File: src/hdl/bfs_pkg.sv
// shared types, constants and helpers of the boids steering block
package bfs_pkg;

  localparam int MAX_NEIGHBORS = 1024;
  localparam int COUNT_CAP     = (MAX_NEIGHBORS < 2047) ? MAX_NEIGHBORS : 2047;

  localparam int CNT_W  = 11;
  localparam int ACC_W  = 44;
  localparam int TERM_W = 45;
  localparam int PROD_W = 53;
  localparam int DVSR_W = 21;
  localparam int QUO_W  = 54;
  localparam int TOT_W  = 48;

  localparam logic [9:0] WEIGHT_DIV = 10'd1000;

  localparam logic [1:0] REQ_LOAD  = 2'd0;
  localparam logic [1:0] REQ_FISH  = 2'd1;
  localparam logic [1:0] REQ_SHARK = 2'd2;

  localparam logic [2:0] CFG_VISION_RSQ = 3'd0;
  localparam logic [2:0] CFG_SEP_RSQ    = 3'd1;
  localparam logic [2:0] CFG_ALIGN_W    = 3'd2;
  localparam logic [2:0] CFG_COHES_W    = 3'd3;
  localparam logic [2:0] CFG_SEP_W      = 3'd4;
  localparam logic [2:0] CFG_SHARK_W    = 3'd5;

  localparam logic [2:0] LAST_TERM = 3'd7;

  localparam logic signed [45:0] ACC_HI = 46'sd8796093022207;
  localparam logic signed [45:0] ACC_LO = -46'sd8796093022208;
  localparam logic signed [TOT_W-1:0] V_HI = TOT_W'(64'sd2147483647);
  localparam logic signed [TOT_W-1:0] V_LO = TOT_W'(-64'sd2147483648);

  typedef enum logic [3:0] {
    ST_IDLE, ST_DIFF, ST_SQR, ST_ACC, ST_PREP_A, ST_PREP_B, ST_DIV, ST_ADD, ST_OUT
  } ctrl_state_t;

  typedef struct packed {
    logic       capture;
    logic       diff;
    logic       square;
    logic       accum;
    logic       tot_init;
    logic       prep_a;
    logic       div_start;
    logic       term_add;
    logic       out_load;
    logic [2:0] term;
  } bfs_cmd_t;

  typedef struct packed {
    logic last;
    logic div_busy;
    logic out_free;
  } bfs_status_t;

  function automatic logic signed [ACC_W-1:0] sat_add44(
    input logic signed [ACC_W-1:0]  a,
    input logic signed [TERM_W-1:0] b
  );
    logic signed [45:0] s;
    s = {{2{a[ACC_W-1]}}, a} + {b[TERM_W-1], b};
    if (s > ACC_HI) s = ACC_HI;
    else if (s < ACC_LO) s = ACC_LO;
    return s[ACC_W-1:0];
  endfunction

  function automatic logic signed [31:0] sat32(input logic signed [TOT_W-1:0] v);
    logic signed [TOT_W-1:0] r;
    r = v;
    if (v > V_HI) r = V_HI;
    else if (v < V_LO) r = V_LO;
    return r[31:0];
  endfunction

endpackage

File: src/hdl/bfs_ctrl.sv
// controller state machine of the boids steering block
module bfs_ctrl (
  input  logic                 clk,
  input  logic                 rst,
  input  logic                 s_tvalid,
  output logic                 s_tready,
  input  bfs_pkg::bfs_status_t status,
  output bfs_pkg::bfs_cmd_t    cmd
);
  import bfs_pkg::*;

  ctrl_state_t state, state_next;
  logic [2:0] term, term_next;

  always_ff @(posedge clk) begin
    if (rst) begin
      state <= ST_IDLE;
      term  <= '0;
    end else begin
      state <= state_next;
      term  <= term_next;
    end
  end

  always_comb begin
    state_next = state;
    term_next  = term;
    cmd        = '0;
    cmd.term   = term;
    s_tready   = 1'b0;
    unique case (state)
      ST_IDLE: begin
        s_tready = 1'b1;
        if (s_tvalid) begin
          cmd.capture = 1'b1;
          state_next  = ST_DIFF;
        end
      end
      ST_DIFF: begin
        cmd.diff   = 1'b1;
        state_next = ST_SQR;
      end
      ST_SQR: begin
        cmd.square = 1'b1;
        state_next = ST_ACC;
      end
      ST_ACC: begin
        cmd.accum = 1'b1;
        if (status.last) begin
          term_next  = '0;
          state_next = ST_PREP_A;
        end else begin
          state_next = ST_IDLE;
        end
      end
      ST_PREP_A: begin
        // totals start from the own velocity after the last accumulation
        cmd.tot_init = (term == '0);
        cmd.prep_a   = 1'b1;
        state_next   = ST_PREP_B;
      end
      ST_PREP_B: begin
        cmd.div_start = 1'b1;
        state_next    = ST_DIV;
      end
      ST_DIV: begin
        if (!status.div_busy) state_next = ST_ADD;
      end
      ST_ADD: begin
        cmd.term_add = 1'b1;
        if (term == LAST_TERM) begin
          state_next = ST_OUT;
        end else begin
          term_next  = term + 1'b1;
          state_next = ST_PREP_A;
        end
      end
      ST_OUT: begin
        if (status.out_free) begin
          cmd.out_load = 1'b1;
          state_next   = ST_IDLE;
        end
      end
      default: state_next = ST_IDLE;
    endcase
  end

endmodule

File: config.mk
export PLATFORM = sky130hd
export DESIGN_NAME = bfs_ctrl
export DESIGN_NICKNAME = d
export VERILOG_FILES = /design/src/hdl/bfs_pkg.sv /design/src/hdl/bfs_ctrl.sv
export SDC_FILE = /design/constraint.sdc
export NUM_CORES = 1
export LEC_CHECK = 0
export ABC_AREA = 1
export ABC_CLOCK_PERIOD_IN_PS = 3200
export BUFFER_PORTS_ARGS = -buffer_cell sky130_fd_sc_hd__clkbuf_2
export CAP_MARGIN = 20
export CORE_AREA = 2 2 39 41
export CTS_CLUSTER_SIZE = 14
export DETAILED_ROUTE_END_ITERATION = 10
export DIE_AREA = 0 0 41 43
export PLACE_DENSITY = 0.61
export SLEW_MARGIN = 20
export SYNTH_ARGS = -nofsm -noshare
export SYNTH_HDL_FRONTEND = slang
export SYNTH_SLANG_ARGS = --single-unit
File: constraint.sdc
create_clock -name clk -period 3.2 [get_ports clk]
set_clock_uncertainty 0.2 [all_clocks]
set_input_delay 0.64 -clock clk [delete_from_list [all_inputs] [get_ports clk]]
set_output_delay 0.64 -clock clk [all_outputs]
set_load 0.05 [all_outputs]
# Word level (Yosys, flattened, before mapping)
# Index checks and enable logic that the tools add are counted.
word_totals:
  ff_bits: 7
  n_memories: 0
  ram_bits: 0
  mem_bits_ro: 0
  word_cells: 42
  latchBits: 0
  out_inout_bits: 13
op_classes:
  multipliers: 0
  n_shift: 0
  bitwise_logic: 0
  n_lt_le_gt_ge: 0
  div_mod_pow: 0
  mux: 20
  reduce_logical: 5
  eq_ne: 14
  addsub: 1
op_table:
  columns: ["operator", "count"]
  rows:
  - ["4-bit one-hot mux with 9 select lines", 1]
  - ["4-bit by 3-bit equality test with 1-bit output (second input constant)", 4]
  - ["4-bit two-way mux", 4]
  - ["1-bit two-way mux", 10]
  - ["2-bit inequality test (second input constant)", 5]
  - ["3-bit two-way mux", 3]
  - ["4-bit by 2-bit equality test with 1-bit output (second input constant)", 2]
  - ["3-bit one-hot mux with 2 select lines", 1]
  - ["3-bit AND reduction", 2]
  - ["4-bit by 1-bit equality test with 1-bit output (second input constant)", 1]
  - ["4-bit equality test (second input constant)", 1]
  - ["4-bit zero test", 1]
  - ["3-bit by 1-bit adder with 3-bit output (second input constant)", 1]
  - ["3-bit equality test (second input constant)", 1]
  - ["3-bit zero test", 1]
  - ["2-bit two-way mux", 1]
  - ["2-bit nonzero test", 1]

# Logic depth before layout (Yosys ltp)
depth:
  word_depth: 3
  ltp_mapped: 7
  mapped_depth_nobuf: 7

# Worst setup path before layout
# OpenSTA, ideal clock, no wires.
synth_path:
  path_type: "flip-flop to output port"
  startpoint: "register state[3]"
  endpoint: "output cmd[10] (netlist name)"
  arrival_time_ps: 1699
  path_slack_ps: 661
  path_buffers: 0
  path_stages_with_launch: 4
  t_required_ps: 2360
  path_cell_list: "dfxtp_1 > nor2_2 > inv_1 > nor3_1"
synth_rtl:
  columns: ["item", "line_no", "text"]
  rows:
  - ["from (decl)", "bfs_ctrl.sv:12", "ctrl_state_t state, state_next;"]
  - ["from (signal assigned)", "bfs_ctrl.sv:20", "state <= state_next;"]
  - ["to (decl)", "bfs_ctrl.sv:8", "output bfs_pkg::bfs_cmd_t cmd"]

==> key figures <==
Floorplan
  • Boundary Pins: 19
  • Die height: between 40 and 50 µm
  • Core area: 1380 µm²
  • Chip Width: 41 µm
  • Initial core utilization: 35.9%
  • Row cnt: 14
  • Die area: ~1800 µm²

Setup path
  • Largest fanout on the critical path: 6
  • Crit Path Category: reg2out
  • Top delay family on crit path: simple AND/OR/NAND/NOR gates
  • Buf/Inv on CP: 1
  • Crit path top cell by count: nor2_1
  • CP Launch Type: register
  • CP max stage delay: 0.35 ns
  • CP cell instances: nor2_1 -> nand2_1 -> nor2_1 -> clkbuf_2
  • Worst path slowest cell: dfxtp_1
  • WP data arrival: 1.42 ns
  • CP endpoint kind: primary output
  • Worst path required time: 2.36 ns
  • Register-to-register setup slack: 1.76 ns

Run
  • Max Cap Viol: 0

STA
  • Fin crit share: 70.7%
  • Worst Tran Pin Value: 0.369 ns
  • RSZ-0062 raised after global routing: no
  • Final setup vio count: 0
  • Number of hold violations in the final report: 0
  • Post-Route Setup TNS: 0 ns
  • Final count of pins violating max slew: 0
  • Relative slew margins: 75.3%
  • Fmax: 0.442 GHz
  • Final min period: 2.26 ns

Detailed routing
  • Routed wire length: 986 µm
  • Initial DRC Count: 5
  • Wire per inst: 8.73 µm
  • Drt via density: ~4.5
  • Post-route ant nets: 0
  • Remaining DRCs: 0
  • Via Count: 504
  • 1st-pass router iterations: 2

CTS
  • Worst-path clk slew: about 0.050 ns
  • Max H-tree Level: 1
  • CTS tree: done
  • Setup bufs post-CTS: 0
  • Clk root buf: clkbuf_4
  • Clock Latency Late Sink: 0.25 ns
  • Clock sink count: 7
  • Post-CTS Hold Buffers: 0
  • Resize count post-CTS: 0
  • Max clock buf depth: 2
  • CTS buffer count: 3

Yosys
  • Synth cell types: 18
  • Syn Nets: 84
  • Post-synthesis sequential area ratio: 28.2%
  • Cell Area, Synth: just under 500 µm²
  • Syn Area/Cell: 6.62 µm²
  • Synth Warn #: 0
  • #FFs+latches synth: 7
  • Gate Count Post-Synth: 75

Power
  • Sequential share of power: 38.0%
  • Pwr per Cell Area: 405 nW/µm²
  • Clk pwr share: approximately a third
  • VDD IR max: 229 µV
  • Static leakage: 0.000350 µW
  • Sw Share: 38.2%
  • Cell Int Power: 158 µW
  • Switch Pwr: 98.0 µW
  • Logic pwr share: 30.2%

Cells and area
  • NumNets Final: 107
  • Most common cell after layout, fill and taps aside: clkbuf_2
  • Non-filler cells in the finished layout: 113
  • Ant diodes: 0
  • Area delta synth->final: 27.5%
  • Layout cells sized above 1: a little under a third
  • Most frequent cells in the layout: clkbuf_2 (18), inv_1 (17), nor2_1 (15)

Worst hold path
  • Hold Path Class: reg2reg

Global route
  • Wire length of the first global-routing pass: 1480 µm
  • Total track usage: 12.6%
  • Initial antenna violation count: 0
  • Largest net degree at the start of global routing: 8
  • Vias in the first global route: between 300 and 400
  • Grt ovf: 0

Status
  • Status: finished clean

Place
  • Dpl hpwl: between 800 and 900 µm
  • GP Congestion: 0.699
  • Port Buf Inserts: 18
  • Placed Cells: approximately 110
cells by family (layout without fill, tap and decap cells):
| group | Yosys count | in the layout | share of synthesized area, % |
|---|---|---|---|
| AND/OR/NAND/NOR | 40 | 40 | 42.1 |
| AO/OA/AOI/OAI | 6 | 6 | 6.80 |
| buffers and inverters | 19 | 41 | 15.4 |
| flip-flops | 7 | 7 | 28.2 |
| adder cells (fa/ha/maj) | 3 | 3 | 7.56 |
path summary, 6_finish.rpt:
| path | start | end | cells after the start |
|---|---|---|---|
| setup / recovery | state[1]$_SDFFE_PP0P_ | cmd[11] | 4 |
| hold / removal | state[3]$_SDFFE_PP0P_ | state[1]$_SDFFE_PP0P_ | 1 |
| setup reg to reg | term[0]$_SDFFE_PP0P_ | term[0]$_SDFFE_PP0P_ | 6 |
| hold reg to reg | state[3]$_SDFFE_PP0P_ | state[1]$_SDFFE_PP0P_ | 1 |
synth_stat cells:
library cell	n	area share [%]
a21oi_1	4	4.0
a21oi_2	1	1.8
nand4_1	1	1.3
nand2_1	8	6.0
nor2_1	15	11
nand3_1	6	6.0
ha_1	3	7.6
nor2_4	1	2.3
nor3_1	3	3.0
nand2_2	2	2.5
nand3_4	2	7.1
clkinv_4	1	1.8
o21ai_0	1	1.0
inv_2	1	0.75
dfxtp_1	7	28
inv_1	17	13
nor2_2	1	1.3
nor4_1	1	1.3
state kept, by name (all words and copies together), names as in the netlist:
name,flops
state,4
term,3
routing by layer:
layer	GRT usage [%]	vias to the layer above	wire [µm]	part of all wire (%)
met4	8.00	0	25	2.5
met3	3.14	5	79	8.0
met1	14.9	199	450	46
met2	19.1	18	430	44
li1	-	282	-	-
met5	0	-	0	0
metrics by stage:
step           utilization, %  setup WS (ns)  hold WS (ns)  cell area, µm²  power [µW]
2_1_floorplan               -          0.661         0.338             497         159
3_3_place_gp             43.9           1.19         0.386             607         177
3_5_place_dp             43.9           1.19         0.384             607         178
4_1_cts                  45.8          0.917         0.393             633         260
5_1_grt                  45.8          0.766         0.401             633         273
6_report                 45.8          0.937         0.383             633         256
power by group through the flow:
stage / combinational [µW] / sequential, µW / clock (µW)
2_1_floorplan: 56.3 / 103 / 0
3_3_place_gp: 78.3 / 99.0 / 0
3_5_place_dp: 78.4 / 99.4 / 0
4_1_cts: 78.6 / 97.5 / 83.8
5_1_grt: 84.9 / 98.3 / 90.1
6_report: 77.4 / 97.5 / 81.5
area by class of cell:
class | instances | area, µm²
fillers | 146 | 751
well taps | 16 | 20.0
multi-input cells | 49 | 280
flip-flops and latches | 7 | 140
inverters | 19 | 76.3
repair buffers | 18 | 90.1
clock buffers | 4 | 26.3
No activity file was read; power rests on OpenSTA's default activity.
